==> config.mk <==
export PLATFORM = sky130hd
export DESIGN_NAME = prf_ctrl
export DESIGN_NICKNAME = d
export VERILOG_FILES = /design/src/design/prf_pkg.sv /design/src/design/prf_ctrl.sv
export SDC_FILE = /design/constraint.sdc
export NUM_CORES = 1
export LEC_CHECK = 0
export BUFFER_PORTS_ARGS = -buffer_cell sky130_fd_sc_hd__buf_2
export CORE_AREA = 2 2 39 41
export CTS_BUF_LIST = sky130_fd_sc_hd__clkbuf_8
export CTS_CLUSTER_DIAMETER = 50
export CTS_CLUSTER_SIZE = 20
export DETAILED_ROUTE_END_ITERATION = 6
export DIE_AREA = 0 0 41 43
export MAX_ROUTING_LAYER = met4
export PLACE_DENSITY_LB_ADDON = 0.1
export SLEW_MARGIN = 5
export SYNTH_ARGS = -nofsm -noshare
export SYNTH_HDL_FRONTEND = slang
export SYNTH_SLANG_ARGS = --single-unit
==> constraint.sdc <==
create_clock -name clk -period 0.9 [get_ports clk]
set_input_delay 0.135 -clock clk [delete_from_list [all_inputs] [get_ports clk]]
set_output_delay 0.135 -clock clk [all_outputs]
set_load 0.02 [all_outputs]
==> src/design/prf_pkg.sv <==
// Shared types and codes for the per-slot fragment reassembly buffer.
// No dependencies; every other file of the block imports this package.
package prf_pkg;

    // Request codes carried on req_type
    typedef enum logic [2:0] {
        REQ_OPEN   = 3'd0,
        REQ_APPEND = 3'd1,
        REQ_BIT    = 3'd2,
        REQ_READ   = 3'd3,
        REQ_CLOSE  = 3'd4
    } req_t;

    // Controller state: result strobe pending or not
    typedef enum logic {
        ST_IDLE = 1'b0,
        ST_RESP = 1'b1
    } ctrl_state_t;

    // Commands from the controller to the datapath
    typedef struct packed {
        logic load;        // capture the result registers for this transfer
        logic open_ok;     // accepted open
        logic append_ok;   // accepted append
        logic drop_pend;   // cancel pending payload writes
        logic store_bit;   // write one payload bit, advance the write pointer
        logic do_read;     // read request on a valid slot
        logic do_close;    // close and clear the slot
    } dp_cmd_t;

    // Status from the datapath to the controller
    typedef struct packed {
        logic slot_valid;
        logic fill_zero;
        logic open_fits;
        logic append_fits;
        logic pend_ok;
    } dp_status_t;

    localparam int RESULT_W = 12;

endpackage

==> src/design/prf_ctrl.sv <==
// Controller of the reassembly buffer: decodes requests into datapath commands
// and drives the start/busy/done handshake. Depends on prf_pkg.
module prf_ctrl
    import prf_pkg::*;
(
    input  logic       clk,
    input  logic       rst_n,
    input  logic       start,
    input  logic [2:0] req_type,
    input  dp_status_t status,
    output dp_cmd_t    cmd,
    output logic       busy,
    output logic       done
);

    ctrl_state_t state_reg;
    ctrl_state_t state_next;
    logic        accept;

    // No request ever stalls, so the block never holds off start
    assign busy   = 1'b0;
    assign accept = start && !busy;
    assign done   = (state_reg == ST_RESP);

    // State register
    always_ff @(posedge clk or negedge rst_n)
    begin
        if (!rst_n)
        begin
            state_reg <= ST_IDLE;
        end
        else
        begin
            state_reg <= state_next;
        end
    end

    // Next state and request decode
    always_comb
    begin
        cmd        = '0;
        state_next = accept ? ST_RESP : ST_IDLE;
        cmd.load   = accept;
        if (accept)
        begin
            case (req_t'(req_type))
                REQ_BIT:
                begin
                    // payload bits ignore slot_number
                    cmd.store_bit = status.pend_ok;
                    cmd.drop_pend = !status.pend_ok;
                end
                REQ_OPEN:
                begin
                    if (status.slot_valid)
                    begin
                        cmd.open_ok   = status.open_fits;
                        cmd.drop_pend = !status.open_fits;
                    end
                end
                REQ_APPEND:
                begin
                    if (status.slot_valid)
                    begin
                        cmd.append_ok = !status.fill_zero && status.append_fits;
                        cmd.drop_pend = !(!status.fill_zero && status.append_fits);
                    end
                end
                REQ_READ:
                begin
                    cmd.do_read = status.slot_valid;
                end
                REQ_CLOSE:
                begin
                    cmd.do_close = status.slot_valid;
                end
                default:
                begin
                    // unknown request: result only
                end
            endcase
        end
    end

endmodule

Yosys cells after proc, flatten, opt, wreduce, memory -nomap -nowiden

Index checks and enable logic that the tools add are counted.

Flip-flop bits (word level): 1
Output and inout port bits: 9
Bits of input ports: 11

Mux-type cells: 11
Equal/unequal tests: 4
Reduce and logical (&&, ||, !) cells: 6

Operators with widths:

| kind                                           | count |
|---|---|
| 2-to-1 mux 1 bit                               | 8 |
| == test 3 x 2 -> 1 bit (second input constant) | 2 |
| 2-to-1 mux 6 bit                               | 1 |
| zero test 1 bit                                | 4 |
| == test 3 x 1 -> 1 bit (second input constant) | 1 |
| == test 3 bit (second input constant)          | 1 |
| zero test 3 bit                                | 1 |
| one-hot mux 1 bit (3 select lines)             | 1 |
| 2-to-1 mux 2 bit                               | 1 |
| logical AND 1 bit                              | 1 |

Depth between registers and ports, before layout

Depth after elaboration: 6
Depth in mapped cells: 2
Mapped depth without buffers: 2

Worst setup path before layout

No wires, ideal clock.

Path type: input to output
Start: input port req_type[2]
End: output port cmd[3] (netlist bit)
Data arrival time: 801 ps
Stages: 2
Slack: -36 ps
Cell sequence: nand4bb_1 -> o32ai_2

RTL lines:

| what        | line           | text |
|---|---|---|
| from (decl) | prf_ctrl.sv:9  | `input logic [2:0] req_type,` |
| to (decl)   | prf_ctrl.sv:11 | `output dp_cmd_t cmd,` |

==> results.toml <==
[run_status]
outcome = "complete, but fails checks"
failed_checks = "negative setup slack"

[pwr]
power.density_nw_per_um2 = 454
p_total_mw = 0.199
leakage_nw = 0.205
peakVddDrop_mv = 0.129

[floorplanning]
start_util_pct = 10.9
rows = 14
dieArea_um2 = 1760
ios = 20
die_h_um = 43
die_w_um = 41
core_area_um2 = 1380

[placed_design]
place_hpwl_um = 420
dpl_cell_area_um2 = 295
pre_cts_ws_ns = -0.239
gp_congestion = 0.686
dp_cells = 54
port_buffers = 18

[detailed_routing]
viasPerCell = 3.82
finalWirelength_um = 538
first_iter_violations = 0
firstDrtPassIters = 1
drc = 0
via_count = 218
ant_nets = 0
wl_per_cell_um = 9.44

[cells_and_area]
nFillCells = 149
final_nets = 54
area_growth_pct = 189
largest_reg_flops = 1
layout-drive-gt1-share_pct = 80.5
design_area_um2 = 438
final_cells = 57
utilization_pct = 31.6
diodes = 0

[timing]
worst_hold_slack_ns = 0.443
worst_slack_ns = -0.123
finalSetupViolCount = 3
drv_slew = 0
hold_viol = 0
rsz0062_at_grt = "true"
period_share_pct = 114
period_needed_ns = 1.02
max_clock_freq_mhz = 978
setup-tns-final_ns = -0.219

[synth]
syn-num-nets = 28
synth_area_leaders = "dfrtp_1 17%, nand4bb_1 15%, and2b_2 12%"
ys_seq_area_share_pct = 16.5
yosysTopAreaCellShare_pct = 16.5
synth_cell_types = 13
syn_area_per_cell_um2 = 8.91
yosys_register_bits = 1
syn_inst = 17
yosys_warnings = 0
synth_area_um2 = 151
synth_top_area_cell = "dfrtp_1"

[global_routing]
overflow = 0
grt_pass1_wl_um = 772
grt_max_degree = 5
antenna_found_initial = 0
grt_pass1_vias = 192
groute.usage.overall_pct = 6.05

[setup_path]
crit_chain = "buf_6 > nand4bb_4 > o32ai_4 > buf_6"
slowest_delay_ns = 0.27
crit_path_end_kind = "primary output"
slowest_stage = "o32ai_4"
critical_path_class = "input pin to primary output"
critPathArrivalTime_ns = 0.89
cp_common_cell = "buf_6"
cp-start-kind = "input pin"
worstPathMaxFanout = 3
required_ns = 0.76

[worst_hold_path]
hp-class = "input pin to flop"
worst_hold_path.endpoint = "done"
holdPathStages = 3
min_from = "start"

[cts]
clk_pin_slew_ns = 0

[flow_run]
drv_cap = 0
==> layout make-up <==
| type | instances | area, µm² | area share (%) |
|---|---|---|---|
| inverter | 1 | 3.75 | 0.857 |
| multi-input combinational | 13 | 156 | 35.7 |
| tap | 16 | 20.0 | 4.57 |
| timing repair buffer | 26 | 233 | 53.1 |
| sequential | 1 | 25.0 | 5.71 |
==> worst max path at each step <==
stage	start	end	slack [ns]	cells after the start
after detailed placement	req_type[2]	cmd[3]	-0.24	4
after global routing	req_type[1]	cmd[3]	-0.15	4
after floorplan	req_type[2]	cmd[3]	0.01	2
final	req_type[1]	cmd[3]	-0.12	4
after CTS	req_type[1]	cmd[3]	-0.15	4
after global placement	req_type[2]	cmd[3]	-0.22	4
==> per-layer routing <==
layer  wire length, µm  part of all wire (%)  track usage, %
met5                 0                     0               -
met4                 0                     0               0
met3                31                   5.8               0
met2               349                    65            12.2
met1               157                    29            6.37
==> report_power, final <==
| group | switching (mW) | internal [mW] |
|---|---|---|
| registers | 0.000363 | 0.0480 |
| logic | 0.0586 | 0.0920 |
| clock network | 0 | 0 |
==> cell usage in the layout (no fill, tap or decap) <==
master          n
and3b_1         1
nand4b_1        1
dlygate4sd3_1   1
nor2_1          1
nor2_2          1
conb_1          1
and4bb_2        1
nor2b_1         1
and2b_2         2
o32ai_4         1
buf_6          12
buf_8           1
buf_4           5
dfrtp_1         1
nand2_2         1
nand4bb_4       2
buf_2           7
inv_1           1
==> worst max-delay path, delay by kind of cell <==
| kind | cells | cell delay (ns) |
|---|---|---|
| AOI/OAI and AO/OA | 1 | 0.27 |
| buffers and inverters | 2 | 0.24 |
| and+or+nand+nor | 1 | 0.24 |
==> synthesized netlist by cell type <==
| cell type | number |
|---|---|
| and2b_2 | 2 |
| and3b_1 | 1 |
| and4bb_2 | 1 |
| buf_4 | 2 |
| conb_1 | 1 |
| dfrtp_1 | 1 |
| inv_1 | 1 |
| nand2_1 | 1 |
| nand4b_1 | 1 |
| nand4bb_1 | 2 |
| nor2_1 | 2 |
| nor2b_1 | 1 |
| o32ai_2 | 1 |
==> kinds of logic (layout without fill, tap and decap cells) <==
kind of cell           Yosys count  after routing  share of synthesized area, %
DFF                              1              1                          16.5
AOI/OAI and AO/OA                1              1                          10.7
buffers and inverters            3             27                          12.4
and+or+nand+nor                 11             11                          57.9
other                            1              1                          2.48
==> repair_timing <==
item / 4_1_cts / 5_1_grt
hold endpoints to repair: 1 / 0
hold buffers: 1 / 0
resized for setup: 23 / 4
pin swaps: 4 / 3
setup buffers: 1 / 2
setup endpoints to repair: 6 / 5
Note: power is estimated with default switching activity, not from simulation.
